## src/rtl/acd_pkg.sv

```systemverilog
package acd_pkg;

  // Divider datapath widths: long operations cover the full product of the
  // source clock and the scale factor, short ones cover everything else.
  localparam int DIV_DW    = 60;
  localparam int DIV_VW    = 41;
  localparam int DIV_SHORT = 36;

  localparam int PRIME_COUNT = 46;
  localparam int MULT_LIMIT  = 256;

  localparam logic [28:0] CPU_RESET_HZ = 29'd96000000;
  localparam logic [29:0] FREF_STEP    = 30'd1000000;

  // Result status codes.
  localparam logic [1:0] STAT_OK      = 2'd0;
  localparam logic [1:0] STAT_NO_MULT = 2'd1;
  localparam logic [1:0] STAT_UNFACT  = 2'd2;
  localparam logic [1:0] STAT_RANGE   = 2'd3;

  // Device kinds.
  localparam logic [1:0] KIND_GENERIC = 2'd0;
  localparam logic [1:0] KIND_CODEC   = 2'd1;
  localparam logic [1:0] KIND_BOARD   = 2'd2;
  localparam logic [1:0] KIND_CONV    = 2'd3;

  // Register index of the source clock frequency.
  localparam logic REG_CPU_CLOCK = 1'b0;

  typedef struct packed {
    logic start;
    logic long_op;
  } div_req_t;

  typedef enum logic [4:0] {
    ST_IDLE,
    ST_FREF_GO,
    ST_FREF_WAIT,
    ST_S0_MUL,
    ST_DIVR_GO,
    ST_DIVR_WAIT,
    ST_FIND,
    ST_M2_MUL,
    ST_M2_GO,
    ST_M2_WAIT,
    ST_M3_GO,
    ST_M3_WAIT,
    ST_GQ_MUL,
    ST_GQ_GO,
    ST_GQ_WAIT,
    ST_TP_GO,
    ST_TP_WAIT,
    ST_TP_FIN,
    ST_CHECK,
    ST_DONE
  } state_t;

  localparam logic [8:0] PRIMES [64] = '{
    9'd2,   9'd3,   9'd5,   9'd7,   9'd11,  9'd13,  9'd17,  9'd19,
    9'd23,  9'd29,  9'd31,  9'd37,  9'd41,  9'd43,  9'd47,  9'd53,
    9'd59,  9'd61,  9'd67,  9'd71,  9'd73,  9'd79,  9'd83,  9'd89,
    9'd97,  9'd101, 9'd103, 9'd107, 9'd109, 9'd113, 9'd127, 9'd131,
    9'd137, 9'd139, 9'd149, 9'd151, 9'd157, 9'd163, 9'd167, 9'd173,
    9'd179, 9'd181, 9'd191, 9'd193, 9'd197, 9'd199, 9'd211, 9'd223,
    9'd227, 9'd229, 9'd233, 9'd239, 9'd241, 9'd251, 9'd257, 9'd263,
    9'd269, 9'd271, 9'd277, 9'd281, 9'd283, 9'd293, 9'd307, 9'd311
  };

endpackage

```

## src/rtl/acd_div.sv

```systemverilog
module acd_div (
  input  logic                          clk,
  input  logic                          rst_n,
  input  acd_pkg::div_req_t             req,
  input  logic [acd_pkg::DIV_DW-1:0]    dividend,
  input  logic [acd_pkg::DIV_VW-1:0]    divisor,
  output logic                          done,
  output logic [acd_pkg::DIV_DW-1:0]    quo,
  output logic [acd_pkg::DIV_VW-1:0]    rem
);
  import acd_pkg::*;

  logic [DIV_DW-1:0] d_r;
  logic [DIV_VW-1:0] rem_r;
  logic [DIV_VW-1:0] dvs_r;
  logic [5:0]        cnt_r;
  logic              busy_r;
  logic              done_r;
  logic [DIV_VW:0]   sh;
  logic [DIV_VW:0]   diff;
  logic              fit;

  // One restoring step: bring down the next dividend bit and try a subtract.
  assign sh   = {rem_r, d_r[DIV_DW-1]};
  assign diff = sh - {1'b0, dvs_r};
  assign fit  = (sh >= {1'b0, dvs_r});

  // Step counter and busy flag.
  always_ff @(posedge clk) begin
    if (!rst_n) begin
      busy_r <= 1'b0;
      cnt_r  <= '0;
      done_r <= 1'b0;
    end else begin
      done_r <= busy_r && (cnt_r == 6'd1);
      if (req.start) begin
        busy_r <= 1'b1;
        cnt_r  <= req.long_op ? 6'(DIV_DW) : 6'(DIV_SHORT);
      end else if (busy_r) begin
        cnt_r <= cnt_r - 6'd1;
        if (cnt_r == 6'd1) begin
          busy_r <= 1'b0;
        end
      end
    end
  end

  // Quotient bits shift in at the bottom as the dividend shifts out the top.
  always_ff @(posedge clk) begin
    if (req.start) begin
      d_r   <= req.long_op ? dividend : (dividend << (DIV_DW - DIV_SHORT));
      rem_r <= '0;
      dvs_r <= divisor;
    end else if (busy_r) begin
      d_r   <= {d_r[DIV_DW-2:0], fit};
      rem_r <= fit ? diff[DIV_VW-1:0] : sh[DIV_VW-1:0];
    end
  end

  assign done = done_r;
  assign quo  = d_r;
  assign rem  = rem_r;

  a_no_restart : assert property (@(posedge clk) disable iff (!rst_n)
    req.start |-> !busy_r) else $error("divider started while busy");

  a_done_idle : assert property (@(posedge clk) disable iff (!rst_n)
    done_r |-> !busy_r) else $error("divider done while still busy");

endmodule
```

## config.mk

```make
export PLATFORM = sky130hd
export DESIGN_NAME = acd_div
export DESIGN_NICKNAME = d
export VERILOG_FILES = /design/src/rtl/acd_pkg.sv /design/src/rtl/acd_div.sv
export SDC_FILE = /design/constraint.sdc
export NUM_CORES = 1
export LEC_CHECK = 0
export ABC_AREA = 1
export CAP_MARGIN = 20
export CORE_AREA = 5 5 148 164
export DETAILED_ROUTE_END_ITERATION = 8
export DIE_AREA = 0 0 153 169
export DONT_BUFFER_PORTS = 1
export SYNTH_ARGS = -nofsm -noshare
export SYNTH_HDL_FRONTEND = slang
export SYNTH_SLANG_ARGS = --single-unit
```

## constraint.sdc

```tcl
create_clock -name clk -period 4.75 [get_ports clk]
set_input_delay 0 -clock clk [delete_from_list [all_inputs] [get_ports clk]]
set_output_delay 0 -clock clk [all_outputs]
set_load 0.05 [all_outputs]
```

==> out/qor.yml <==
status:
  status: "finished, violations left"
  violations: "negative hold slack"
clock_tree:
  insertion_delay_ns: 0.44
  clk_path_buf_depth: 2
  cts-buffers-inserted: 17
  cts_root_buf: "clkbuf_16"
  clk_pin_slew_ns: 0.07
  h-tree-depth: 4
  cts.sinks: 150
  cts_tree: "yes"
logic_synthesis:
  ys_warn_count: 0
  syn-mean-instance-area_sq_um: 7.04
  syn-num-nets: 1550
  netlist_instances: 1401
  yosysSeqAreaShare_pct: 40.7
  synth_area_sq_um: 9870
  ys_ff_latch: 150
  ys_types: 37
final_layout:
  final_nets: 1645
  drive_gt1_share_pct: 5.10
  final_cells: 1810
  syn_to_final_growth_pct: 20.2
  stdcell_area_sq_um: 11900
placement:
  gp_congestion: 0.996
  dp_cells: 1664
  dpl_cell_area_sq_um: 10100
  io_buffers: 0
  hpwl_microns: 21800
drt:
  drt_wl_total_microns: 30400
  via_count: 9206
  antenna_left: 0
  drc_errors: 0
  dr.pass1.iters: 5
  vias_per_cell: 5.09
  wl_per_cell_microns: 16.8
  drt_iter0_markers: 527
global_route:
  grt_pass1_wl_microns: 49000
  grtUsageTotal_pct: 23.6
  overflow: 0
  grt_pass1_vias: 9218
  antenna_found_initial: 2
  grt_max_degree: 104
run:
  maxCapViolations: 0
setup_path:
  arrival_ns: 3.63
  crit_type: "reg2reg"
  worst_setup_path_end_kind: "flip-flop"
  reg2reg_depth: 12
  cp_max_fo: 42
  start_kind: "flip-flop"
  cp.required_ns: 5.11
  rrSetupSlack_ns: 1.48
floorplanning:
  die_height_microns: 169
  ios: 207
  dieWidth_microns: 153
  design.core.area_sq_um: 22500
  die_area_sq_um: 25900
  rows: 58
  start_util_pct: 43.9
power:
  power_density_nw_per_um2: 304
  p_total_mw: 3.61
  p_leak_nw: 5.70
  peakVddDrop_uv: 247
sta:
  clock.fmax_mhz: 306
  worst_pin_slew_ns: 0.747
  slew_headroom_pct: 50.2
  period_share_pct: 68.9
  finClkSkew_ns: 0.0133
  final-max-slew-violation-count: 0
  hold_ws_ns: -0.00897
  setup_tns_ns: 0
  finalSetupViolations: 0
  hold_violations: 6
  layout_min_cycle_time_ns: 3.27
  rsz0062_at_grt: "false"
worst_hold_path:
  hold_depth: 1
  min_path_type: "in2reg"
## layout by cell type (no fill, tap or decap), types with 4 or more instances in the layout
cell type / n
nand2_1: 469
inv_1: 215
nand3_1: 132
dlygate4sd3_1: 110
nor2_1: 108
edfxtp_1: 101
o21ai_0: 83
dfxtp_1: 49
ha_1: 43
a21oi_1: 35
xnor2_1: 22
o21ai_1: 20
nand3b_1: 17
clkbuf_16: 17
nor2_2: 11
clkinv_1: 9
inv_2: 8
nand3_2: 7
inv_8: 5
buf_4: 5
nand2_2: 4
o21bai_1: 4
## cell type report
class	count	area [sq um]
fillers	2173	10600
clock buffers	17	425
inverters	232	871
diodes	1	2.50
flip-flops and latches	150	4010
well taps	300	375
multi-input cells	977	4770
repair buffers	118	1210
clock inverters	15	183
## worst paths after layout
check        startpoint   endpoint
max             rem[32]    rem[16]
min              req[1]  dvs_r[32]
max reg2reg     rem[32]    rem[16]
min reg2reg    cnt_r[5]   cnt_r[5]
## layer usage
metal / vias to the layer above / GRT usage [%] / part of all wire, %
li1: 4635 / - / -
met1: 4196 / 29.0 / 41
met2: 330 / 39.9 / 48
met3: 45 / 7.08 / 8.5
met4: 0 / 7.87 / 2.4
met5: - / 0 / 0
## stage by stage
stage | util (%) | setup slack, ns
final | 52.7 | 1.48
after global routing | 52.7 | 1.24
after CTS | 52.5 | 1.49
after detailed placement | 44.8 | 1.50
after global placement | 44.8 | 1.51
after floorplan | - | 1.77
## sequential cells by signal, indices dropped and copies added, names as in the netlist
signal	cells
quo	60
dvs_r	41
rem	41
cnt_r	6
busy_r	1
done	1
## cell usage after synthesis
| cell type | instances | area, sq um |
|---|---|---|
| o31ai_1 | 1 | 7.51 |
| inv_1 | 216 | 811 |
| inv_2 | 7 | 26.3 |
| o21bai_1 | 4 | 30.0 |
| fa_1 | 1 | 20.0 |
| nand2_4 | 1 | 11.3 |
| o21ai_0 | 83 | 415 |
| nand3_2 | 7 | 70.1 |
| nand4_1 | 3 | 18.8 |
| nand2_1 | 469 | 1760 |
| ha_1 | 43 | 538 |
| clkbuf_1 | 28 | 105 |
| xnor2_1 | 22 | 193 |
| nor2_2 | 9 | 56.3 |
| edfxtp_1 | 101 | 3030 |
| nand3_1 | 132 | 661 |
| nor2_1 | 110 | 413 |
| buf_2 | 7 | 35.0 |
| a21oi_1 | 35 | 175 |
| buf_6 | 4 | 45.0 |
| nor2_8 | 1 | 20.0 |
| nand3b_1 | 17 | 128 |
| nand2_8 | 1 | 20.0 |
| buf_4 | 2 | 15.0 |
| dfxtp_1 | 49 | 981 |
| clkinv_1 | 9 | 33.8 |
| nor3_1 | 3 | 15.0 |
| nor3_4 | 1 | 16.3 |
| xor2_1 | 1 | 8.76 |
| a31oi_1 | 2 | 12.5 |
| buf_8 | 1 | 15.0 |
| o21ai_1 | 20 | 100 |
| and2_1 | 3 | 18.8 |
| nor2_4 | 2 | 22.5 |
| o22ai_1 | 1 | 6.26 |
| nand2_2 | 4 | 25.0 |
| or2_2 | 1 | 6.26 |
## cell families (layout without fill, tap and decap cells)
logic type	after synthesis	count (layout)	share of synthesized area (%)
compound gates	146	146	7.57
xor+xnor	23	23	2.04
fa+ha+maj	44	44	5.65
buf+inv	274	382	11.0
flops	150	150	40.7
other cells	0	1	0
simple gates	764	764	33.1
## where the power goes
group | switching [mW] | leakage, nW | internal [mW]
registers | 0.267 | 1.42 | 1.51
clock network | 0.664 | 0.296 | 0.758
logic | 0.248 | 3.99 | 0.167
## worst max-delay path, cell delays in order, from the launching register on
cell	delay [ns]
dfxtp_1	0.70
ha_1	0.39
nand2_1	0.16
inv_1	0.05
a21oi_1	0.23
nand2_1	0.12
nand2_1	0.09
nand3_2	0.12
nor2_8	0.55
nand2_8	0.31
nand2_1	0.14
nand3_1	0.12
o21ai_1	0.12
## timing repair
item / CTS / global route
setup buffers: 0 / 0
hold endpoints to repair: 150 / 1
gates resized for setup: 0 / 0
hold buffers: 110 / 2
(Power assumes the default switching activity.)
